--- config.mk ---
export PLATFORM = sky130hd
export DESIGN_NAME = extruder_thermostat_controller_top
export DESIGN_NICKNAME = d
export VERILOG_FILES = /design/src/rtl/etc_pkg.sv /design/src/rtl/etc_display.sv /design/src/rtl/extruder_thermostat_controller_top.sv
export SDC_FILE = /design/constraint.sdc
export NUM_CORES = 1
export LEC_CHECK = 0
export BUFFER_PORTS_ARGS = -buffer_cell sky130_fd_sc_hd__buf_2
export CAP_MARGIN = 10
export CORE_ASPECT_RATIO = 1.75
export CORE_MARGIN = 8
export CORE_UTILIZATION = 40
export CTS_CLUSTER_SIZE = 8
export DETAILED_ROUTE_END_ITERATION = 7
export PLACE_DENSITY = 0.62
export SYNTH_ARGS = -nofsm -noshare
export SYNTH_HDL_FRONTEND = slang
export SYNTH_SLANG_ARGS = --single-unit
export TNS_END_PERCENT = 10
--- constraint.sdc ---
create_clock -name clk -period 14.94 [get_ports clk]
set_input_delay 3.735 -clock clk [delete_from_list [all_inputs] [get_ports clk]]
set_output_delay 3.735 -clock clk [all_outputs]
set_load 0.03 [all_outputs]
--- src/rtl/etc_pkg.sv ---
// Package for the extruder thermostat controller: payload types, register indexes, segment table.
`default_nettype none
package etc_pkg;

	// Number of display positions that may light; positions at or above it stay blank.
	localparam int DISPLAY_DIGITS = 4;

	localparam logic [6:0] SEG_BLANK = 7'h7F;

	// Configuration register indexes.
	localparam logic [1:0] CFG_HYST_BAND   = 2'd0;
	localparam logic [1:0] CFG_SETTLE_MS   = 2'd1;
	localparam logic [1:0] CFG_MOTOR_SPEED = 2'd2;

	localparam logic [7:0] RST_HYST_BAND   = 8'd2;
	localparam logic [15:0] RST_SETTLE_MS  = 16'd2000;
	localparam logic [7:0] RST_MOTOR_SPEED = 8'd255;

	typedef struct packed {
		logic [9:0]         knob_raw;
		logic signed [11:0] temperature;
		logic [31:0]        now_ms;
	} etc_in_t;

	typedef struct packed {
		logic               heater_on;
		logic               motor_run;
		logic [7:0]         motor_drive;
		logic               showing_knob;
		logic signed [11:0] shown_value;
		logic [6:0]         digit_thousands;
		logic [6:0]         digit_hundreds;
		logic [6:0]         digit_tens;
		logic [6:0]         digit_ones;
		logic [7:0]         active_setpoint;
	} etc_out_t;

	typedef struct packed {
		logic [6:0] thousands;
		logic [6:0] hundreds;
		logic [6:0] tens;
		logic [6:0] ones;
	} etc_digits_t;

	// Active-high segment patterns A..G plus a spare low bit, one per decimal digit.
	function automatic logic [7:0] seg_raw(input logic [3:0] d);
		logic [7:0] r;
		case (d)
			4'd0: r = 8'hFC;
			4'd1: r = 8'h60;
			4'd2: r = 8'hDA;
			4'd3: r = 8'hF2;
			4'd4: r = 8'h66;
			4'd5: r = 8'hB6;
			4'd6: r = 8'h3E;
			4'd7: r = 8'hE0;
			4'd8: r = 8'hFE;
			4'd9: r = 8'hE6;
			default: r = 8'h00;
		endcase
		return r;
	endfunction

	// Active-low A..G image of one decimal digit.
	function automatic logic [6:0] seg_of(input logic [3:0] d);
		logic [7:0] r;
		r = seg_raw(d);
		return ~r[7:1];
	endfunction

endpackage
`default_nettype wire

--- src/rtl/etc_display.sv ---
// Decimal split and seven-segment encoding of the displayed value.
`default_nettype none
module etc_display (
	input  wire logic signed [11:0] shown,
	output etc_pkg::etc_digits_t    digits
);

	logic [10:0] n;
	logic [26:0] p_ten;
	logic [26:0] p_hun;
	logic [26:0] p_thou;
	logic [7:0]  q1;
	logic [4:0]  q2;
	logic [1:0]  q3;
	logic [10:0] d0_w;
	logic [7:0]  d1_w;
	logic [4:0]  d2_w;
	logic        non_neg;

	assign non_neg = !shown[11];
	assign n       = shown[10:0];

	// Reciprocal multiplies; exact for every value below 2048.
	assign p_ten  = 27'(n) * 27'd52429;
	assign p_hun  = 27'(n) * 27'd5243;
	assign p_thou = 27'(n) * 27'd8389;
	assign q1 = p_ten[26:19];
	assign q2 = p_hun[23:19];
	assign q3 = p_thou[24:23];

	assign d0_w = n - 11'(q1) * 11'd10;
	assign d1_w = q1 - 8'(q2) * 8'd10;
	assign d2_w = q2 - 5'(q3) * 5'd10;

	// The ones digit lights for zero too; a higher digit only under a nonzero quotient.
	always_comb begin
		digits.ones      = etc_pkg::SEG_BLANK;
		digits.tens      = etc_pkg::SEG_BLANK;
		digits.hundreds  = etc_pkg::SEG_BLANK;
		digits.thousands = etc_pkg::SEG_BLANK;
		if (non_neg) begin
			if (etc_pkg::DISPLAY_DIGITS > 0) begin
				digits.ones = etc_pkg::seg_of(d0_w[3:0]);
			end
			if (etc_pkg::DISPLAY_DIGITS > 1 && q1 != 8'd0) begin
				digits.tens = etc_pkg::seg_of(d1_w[3:0]);
			end
			if (etc_pkg::DISPLAY_DIGITS > 2 && q2 != 5'd0) begin
				digits.hundreds = etc_pkg::seg_of(d2_w[3:0]);
			end
			if (etc_pkg::DISPLAY_DIGITS > 3 && q3 != 2'd0) begin
				digits.thousands = etc_pkg::seg_of({2'b00, q3});
			end
		end
	end

endmodule
`default_nettype wire

--- src/rtl/extruder_thermostat_controller_top.sv ---
// Top level of the extruder thermostat controller: input stage, control pass, result register.
//
// Usage: each item on the in channel is one control pass (knob reading, temperature,
// millisecond timestamp). Each item yields exactly one result item on the out channel
// carrying heater and motor drive, the displayed value and its four segment digits, and
// the setpoint in force after the pass.
// An accepted item enters the input register, then the result register once that is
// free or being taken; out_valid rises when the result register holds it. Throughput: one
// item per cycle while the receiver does not stall; the controller state (setpoint,
// pending knob change, heater) updates as each item moves from the input register into
// the result register, so items may follow back to back.
// When the receiver stalls, the result register holds its item and the input register
// keeps one more; in_ready drops only when both are full and out_ready is low.
// The cfg channel is always ready; registers take effect at once. The user must write
// them only while no item is in flight; the block does not enforce this. Index 3 is ignored.
// Reset clears the pipeline, the controller state and loads the register defaults
// (band 2, settle 2000 ms, motor speed 255). The first item after reset loads the
// quantized knob as the setpoint.
`default_nettype none
module extruder_thermostat_controller_top (
	input  wire logic             clk,
	input  wire logic             arst_n,
	input  wire logic             in_valid,
	output logic                  in_ready,
	input  wire etc_pkg::etc_in_t in_data,
	output logic                  out_valid,
	input  wire logic             out_ready,
	output etc_pkg::etc_out_t     out_data,
	input  wire logic             cfg_valid,
	output logic                  cfg_ready,
	input  wire logic [1:0]       cfg_index,
	input  wire logic [15:0]      cfg_data
);

	// Configuration registers.
	logic [7:0]  band_q;
	logic [15:0] settle_q;
	logic [7:0]  speed_q;

	// Controller state.
	logic [7:0]  setpoint_q;
	logic        loaded_q;
	logic        pending_q;
	logic [7:0]  pend_val_q;
	logic [31:0] pend_start_q;
	logic        heater_q;

	logic             valid_s1;
	etc_pkg::etc_in_t data_s1;
	logic             advance;

	logic [25:0]        knob_prod;
	logic [5:0]         knob_q20;
	logic [7:0]         knob;
	logic [7:0]         sp_cur;
	logic signed [12:0] diff;
	logic signed [12:0] band_s;
	logic               heater_next;
	logic               run;
	logic               show_knob;
	logic [31:0]        elapsed;
	logic               settled;
	logic [7:0]         sp_next;
	logic               pending_next;
	logic [7:0]         pend_val_next;
	logic [31:0]        pend_start_next;
	logic signed [11:0] shown;
	etc_pkg::etc_digits_t digits;

	assign cfg_ready = 1'b1;

	always_ff @(posedge clk or negedge arst_n) begin
		if (!arst_n) begin
			band_q   <= etc_pkg::RST_HYST_BAND;
			settle_q <= etc_pkg::RST_SETTLE_MS;
			speed_q  <= etc_pkg::RST_MOTOR_SPEED;
		end else if (cfg_valid) begin
			case (cfg_index)
				etc_pkg::CFG_HYST_BAND:   band_q   <= cfg_data[7:0];
				etc_pkg::CFG_SETTLE_MS:   settle_q <= cfg_data;
				etc_pkg::CFG_MOTOR_SPEED: speed_q  <= cfg_data[7:0];
				default: ;
			endcase
		end
	end

	assign advance  = valid_s1 && (!out_valid || out_ready);
	assign in_ready = !valid_s1 || !out_valid || out_ready;

	always_ff @(posedge clk or negedge arst_n) begin
		if (!arst_n) begin
			valid_s1 <= 1'b0;
		end else if (in_ready) begin
			valid_s1 <= in_valid;
		end
	end

	always_ff @(posedge clk) begin
		if (in_valid && in_ready) begin
			data_s1 <= in_data;
		end
	end

	// Knob quantization: (raw / 20) * 5 by a reciprocal multiply.
	assign knob_prod = 26'(data_s1.knob_raw) * 26'd3277;
	assign knob_q20  = knob_prod[21:16];
	assign knob      = {knob_q20, 2'b00} + {2'b00, knob_q20};

	assign sp_cur = loaded_q ? setpoint_q : knob;
	assign band_s = $signed({5'b00000, band_q});
	assign diff   = $signed({5'b00000, sp_cur})
		- $signed({data_s1.temperature[11], data_s1.temperature});

	// Heater on at or below setpoint minus band, off up to the band above it, held above that.
	always_comb begin
		heater_next = heater_q;
		if (diff >= band_s) begin
			heater_next = 1'b1;
		end else if (diff >= -band_s) begin
			heater_next = 1'b0;
		end
	end
	assign run = (diff <= band_s);

	assign show_knob = (knob != sp_cur);
	assign elapsed   = data_s1.now_ms - pend_start_q;
	assign settled   = (elapsed >= {16'h0000, settle_q});

	always_comb begin
		sp_next         = sp_cur;
		pending_next    = pending_q;
		pend_val_next   = pend_val_q;
		pend_start_next = pend_start_q;
		if (show_knob) begin
			if (!pending_q) begin
				pending_next    = 1'b1;
				pend_val_next   = knob;
				pend_start_next = data_s1.now_ms;
			end else if (settled) begin
				if (pend_val_q == knob) begin
					sp_next      = pend_val_q;
					pending_next = 1'b0;
				end else begin
					pend_val_next   = knob;
					pend_start_next = data_s1.now_ms;
				end
			end
		end
	end

	assign shown = show_knob ? $signed({4'b0000, knob}) : data_s1.temperature;

	etc_display u_display (
		.shown  (shown),
		.digits (digits)
	);

	always_ff @(posedge clk or negedge arst_n) begin
		if (!arst_n) begin
			setpoint_q   <= 8'd0;
			loaded_q     <= 1'b0;
			pending_q    <= 1'b0;
			pend_val_q   <= 8'd0;
			pend_start_q <= 32'd0;
			heater_q     <= 1'b0;
		end else if (advance) begin
			setpoint_q   <= sp_next;
			loaded_q     <= 1'b1;
			pending_q    <= pending_next;
			pend_val_q   <= pend_val_next;
			pend_start_q <= pend_start_next;
			heater_q     <= heater_next;
		end
	end

	always_ff @(posedge clk or negedge arst_n) begin
		if (!arst_n) begin
			out_valid <= 1'b0;
		end else if (!out_valid || out_ready) begin
			out_valid <= valid_s1;
		end
	end

	always_ff @(posedge clk) begin
		if (advance) begin
			out_data.heater_on       <= heater_next;
			out_data.motor_run       <= run;
			out_data.motor_drive     <= run ? speed_q : 8'd0;
			out_data.showing_knob    <= show_knob;
			out_data.shown_value     <= shown;
			out_data.digit_thousands <= digits.thousands;
			out_data.digit_hundreds  <= digits.hundreds;
			out_data.digit_tens      <= digits.tens;
			out_data.digit_ones      <= digits.ones;
			out_data.active_setpoint <= sp_next;
		end
	end

endmodule
`default_nettype wire

==> reports/metrics.csv, run 1 <==
metric,value,unit
status,"finished, final reports clean",
die_x,182,um
synthTopCellsByArea,"ha_1 22%, edfxtp_1 17%, fa_1 11%",
io_buffers,137,
seqCellArea,5510,um^2
cts_buffer_depth,2,
finalCritPeriodShare,0.943,
reg2reg_slack,850,ps
fp-row-count,106,
arrival,14290,ps
yosys.area.top_type,ha_1,
cts.reportedPaths.clkPinSlew,80,ps
fillCellCount,4494,
grt_usage,0.187,
grt_pass1_vias,15200,
netlist_instances,1878,
crit_required,15140,ps
ios,139,
antenna_found_initial,0,
ys_seq_area_frac,0.284,
holdWs,500,ps
timing.rr.end,out_data[16],
die_h,307,um
cts_tree,built,
final_nets,2554,
synthFlopType,edfxtp_1,
place_congestion,0.955,
drive_above_1_share,0.158,
dieArea,56000,um^2
endpoint,out_data[16],
synth_edf_count,112,
end_kind,register,
via_per_inst,5.30,
multi_input_area,12700,um^2
wl,51.4,mm
clock.fmax,71.0,MHz
path_class,register to register,
r2r_start,data_s1[52],
core_area,47900,um^2
synth_cell_type_count,89,
cts_root_buf,clkbuf_16,
drt_iter0_markers,658,
vias,14200,
grt-ovfl-total,0,
syn_area,19400,um^2
grt_pass1_wl,81.5,mm
ff2ff_path_depth,57,
drv_cap,0,
tightest_slew,938,ps
min_path_type,register to register,
grt_start_max_net_pins,65,
async_reset_ff_frac,0.431,
synth-warning-count,0,
skew,13.8,ps
firstDrtPassIters,7,
ys_seq_elements,197,
start_util,0.405,
h-tree-depth,4,
clk_latency,470,ps
crit_path_start,data_s1[52],
relSlewSlack,0.375,
min_period,14090,ps
cpMaxStageDelayCell,fa_1,
remaining_drc_errors,0,
yosys.area.top_type_share,0.222,
hold_viol_final,0,
n_antenna_cell,0,
area_delta_synth_final,11.7,%
place_hpwl,42.6,mm
cts_sinks,197,
ant_nets,0,
slowest_delay,600,ps
cts_inserted_buffers,17,
worstPathMaxFanout,15,
finalSetupViolCount,0,
syn_avg_cell_area,10.3,um^2
report.final.slew_viol_count,0,
start_kind,register,
routedWlPerCell,19.1,um
==> per-stage QoR <==
step | cell area [um^2] | utilization | setup TNS, ps | worst slack, ps | cells
2_1_floorplan | 19400 | - | 0 | 1320 | 1879
3_3_place_gp | 20900 | 0.437 | 0 | 599 | 2652
3_5_place_dp | 20900 | 0.437 | 0 | 494 | 2652
4_1_cts | 21500 | 0.450 | 0 | 429 | 2684
5_1_grt | 21600 | 0.452 | -84.9 | -42.5 | 2686
6_report | 21600 | 0.452 | 0 | 854 | 2686
==> cell usage in the layout (no fill, tap or decap), types with 8 or more instances in the layout <==
cell / n
a21o_1: 64
nand3_1: 35
mux2i_1: 9
nor2b_1: 13
mux2_2: 76
buf_4: 25
and2_1: 17
fa_1: 109
dfstp_2: 15
buf_2: 136
dfrtp_1: 70
nand2_1: 93
a21oi_1: 75
inv_1: 295
o21ai_0: 62
ha_1: 343
o21a_1: 24
clkbuf_16: 17
xnor2_1: 54
o211ai_1: 13
xor2_1: 30
nor3_1: 19
nor2_1: 83
edfxtp_1: 112
o21bai_1: 9
a211oi_1: 8
nand2b_1: 20
nand4_1: 26
==> area by class of cell <==
type,instances,share of cell area
repair buffers,162,0.0406
clock buffers,17,0.0197
clock inverters,15,0.00885
flip-flops and latches,197,0.255
inverters,296,0.0513
multi-input cells,1351,0.588
well taps,648,0.0375
==> worst max-delay path: cells and delay by family (launching register included) <==
kind | cells | cell delay (ps)
DFF | 1 | 410
and+or+nand+nor | 10 | 1920
xor gates and xnor gates | 7 | 1440
AOI/OAI and AO/OA | 14 | 2800
adders and majority gates | 14 | 5750
buffers and inverters | 11 | 1240
muxes | 1 | 220
==> routing by layer <==
| layer | vias up | track usage | wire, um |
|---|---|---|---|
| li1 | 6842 | - | - |
| met1 | 6947 | 0.188 | 18600 |
| met2 | 340 | 0.366 | 28300 |
| met3 | 113 | 0.0216 | 1730 |
| met4 | 0 | 0.103 | 2750 |
| met5 | - | 0 | 0 |
==> registers in the layout, indices dropped and copies added, names as in the netlist <==
name / flops
setpoint_q: 8
pend_start_q: 32
valid_s1: 1
data_s1: 54
speed_q: 8
loaded_q: 1
out_data: 58
heater_q: 1
band_q: 8
settle_q: 16
pending_q: 1
out_valid: 1
pend_val_q: 8
==> synth_stat cells, drive strengths merged (9+ instances only) <==
master and n:
xor2 31, nand4 26, clkbuf 28, a21o 64, nor2 84, dfstp 15
nand3 35, o21ai 68, nor2b 14, a21oi 77, fa 109, dfrtp 70
nand2 94, mux2i 9, nor3 20, o21bai 9, edfxtp 112, o211ai 13
xnor2 58, o21a 25, mux2 79, inv 296, and2 18, ha 343
nand2b 20
==> logic make-up after synthesis <==
logic type | share of synthesized area
buffers and inverters | 0.0651
XOR/XNOR | 0.0473
other | 0.000194
AND/OR/NAND/NOR | 0.0959
adder cells (fa/ha/maj) | 0.334
flip-flops | 0.284
multiplexers | 0.0508
AO/OA/AOI/OAI | 0.122
==> worst min-delay path by stage <==
stage | from | to | slack [ps] | depth (start not counted)
3_3_place_gp | pend_start_q[14] | pend_start_q[14] | 470 | 1
4_1_cts | pend_start_q[14] | pend_start_q[14] | 500 | 1
3_5_place_dp | pend_start_q[14] | pend_start_q[14] | 480 | 1
5_1_grt | pend_start_q[14] | pend_start_q[14] | 520 | 1
2_1_floorplan | valid_s1 | out_valid | 460 | 1
6_report | pend_start_q[14] | pend_start_q[14] | 500 | 1
==> repair_timing <==
| action | in CTS | in global routing |
|---|---|---|
| setup endpoints to repair | 0 | 21 |
| hold buffers | 0 | 0 |
| gates resized for setup | 0 | 12 |
| buffers inserted | 0 | 1 |
Power of run 1 is left out: the tool's default activity adds up to more than one toggle a clock period on the data nets, which glitch-free logic cannot reach.
==> inputs of run 2 (changes only) <==
--- a/config.mk
+++ b/config.mk
@@ -6,13 +6,13 @@
 export NUM_CORES = 1
 export LEC_CHECK = 0
 export BUFFER_PORTS_ARGS = -buffer_cell sky130_fd_sc_hd__buf_2
-export CAP_MARGIN = 10
+export CAP_MARGIN = 20
 export CORE_ASPECT_RATIO = 1.75
 export CORE_MARGIN = 8
 export CORE_UTILIZATION = 40
 export CTS_CLUSTER_SIZE = 8
 export DETAILED_ROUTE_END_ITERATION = 7
-export PLACE_DENSITY = 0.62
+export PLACE_DENSITY = 0.64
 export SYNTH_ARGS = -nofsm -noshare
 export SYNTH_HDL_FRONTEND = slang
 export SYNTH_SLANG_ARGS = --single-unit
==> constraint.sdc (replaced) <==
create_clock -name clk -period 11.65 [get_ports clk]
set_input_delay 2.9125 -clock clk [delete_from_list [all_inputs] [get_ports clk]]
set_output_delay 2.9125 -clock clk [all_outputs]
set_load 0.005 [all_outputs]
==> reports/metrics.csv, run 2 (synthesis results as in run 1) <==
metric,value,unit
cts_root_buf,clkbuf_16,
drive_above_1_share,0.277,
reg.largest.list,"out_data (58), data_s1 (54), pend_start_q (32)",
grt-ovfl-total,0,
rsz0062_at_grt,true,
via_per_inst,5.22,
r2r_start,data_s1[52],
die_x,182,um
wl,54.3,mm
grt_pass1_wl,85.3,mm
min-delay-start,pend_start_q[14],
fin_cells,2878,
drv_cap,0,
report.final.slew_viol_count,0,
area_delta_synth_final,22.3,%
ant_nets,0,
clk_latency,470,ps
pre_cts_ws,-999,ps
hold_end,pend_start_q[14],
io_buffers,137,
n_antenna_cell,0,
finalSetupViolCount,21,
die_h,307,um
layout_commonest_cell,ha_1,
final_nets,2746,
path_buf_inv,11,
cts_tree,built,
postCtsHoldBufs,0,
cts_inserted_buffers,17,
ios,139,
remaining_drc_errors,0,
post-place-cells,2829,
arrival,12530,ps
cts.reportedPaths.clkPinSlew,80,ps
antenna_found_initial,0,
largest_register,out_data,
finalCritPeriodShare,1.06,
cpLargestDelayFamily,adder cells,
routedWlPerCell,18.9,um
vias,15000,
tightest_slew,985,ps
core_area,47900,um^2
cts_sinks,197,
cpMaxStageDelayCell,fa_2,
dieArea,56000,um^2
drt_iter0_markers,610,
place_congestion,0.946,
grt_usage,0.197,
path_class,register to register,
grt_start_max_net_pins,65,
h-tree-depth,4,
min_path_type,register to register,
hold_viol_final,0,
relSlewSlack,0.343,
skew,14.3,ps
ff2ff_path_depth,56,
min_path_cells,1,
final_cell_mix,"321 x ha_1, 276 x inv_1, 211 x buf_4",
worstPathMaxFanout,7,
clock.fmax,81.3,MHz
min_period,12300,ps
crit_required,11870,ps
start_kind,register,
reg2reg_slack,-650,ps
grt_pass1_vias,16300,
cts_buffer_depth,2,
firstDrtPassIters,5,
status,"complete, but fails checks",
path_common_cell,fa_1,
tns,-11710,ps
end_kind,register,
largest_reg_flops,58,
fin_ws,-653,ps
timing.rr.end,out_data[27],
violations,negative setup slack,
place_hpwl,44.8,mm
slowest_delay,600,ps
fp-row-count,106,
start_util,0.405,
-- run 2: changes by cell type in the layout (fill, tap and decap cells not counted), moves of 8 or more --
cell and delta:
o21ai_0 -16, ha_4 +17, inv_1 -19, a21oi_1 -9
fa_1 -11, a21oi_2 +8, inv_2 +17, o21ai_1 +9
buf_4 +186, fa_2 +11, ha_1 -22
-- run 2: worst max path at each step --
stage | startpoint | to | slack, ps | depth (start not counted)
after floorplan | data_s1[52] | out_data[15] | -420 | 54
after CTS | data_s1[52] | out_data[18] | -620 | 54
final | data_s1[52] | out_data[27] | -650 | 56
after global placement | data_s1[52] | out_data[15] | -740 | 54
after global routing | data_s1[52] | out_data[25] | -1150 | 57
after detailed placement | data_s1[52] | out_data[16] | -1000 | 54
-- run 2: repair_timing --
item,CTS,global route
gates resized for setup,45,37
buffers inserted,15,1
pin swaps,38,16
endpoints found under the setup margin,21,21
cloned,1,0
-- run 2: area by class of cell --
class	count	area [um^2]
clock inverter	13	151
inverter	296	1120
sequential	197	5510
fill	4335	24200
clock buffer	19	453
timing repair buffer	355	2380
multi-input combinational	1350	13300
tap	648	811
-- run 2: per-layer routing --
metal  vias up  share of wire  GRT usage
met3       126          0.030     0.0217
li1       7237              -          -
met2       317           0.56      0.393
met5         -              0          0
met4         0          0.050      0.107
met1      7354           0.36      0.191
-- run 2: stage by stage --
| stage | hold WS, ps | instance area, um^2 | utilization |
|---|---|---|---|
| floorplan | 457 | 19800 | - |
| CTS | 498 | 23500 | 0.492 |
| global route | 512 | 23700 | 0.495 |
| global placement | 468 | 22600 | 0.473 |
| detailed placement | 479 | 22600 | 0.473 |
| finish | 502 | 23700 | 0.495 |
Power of run 2 is left out for the same reason.
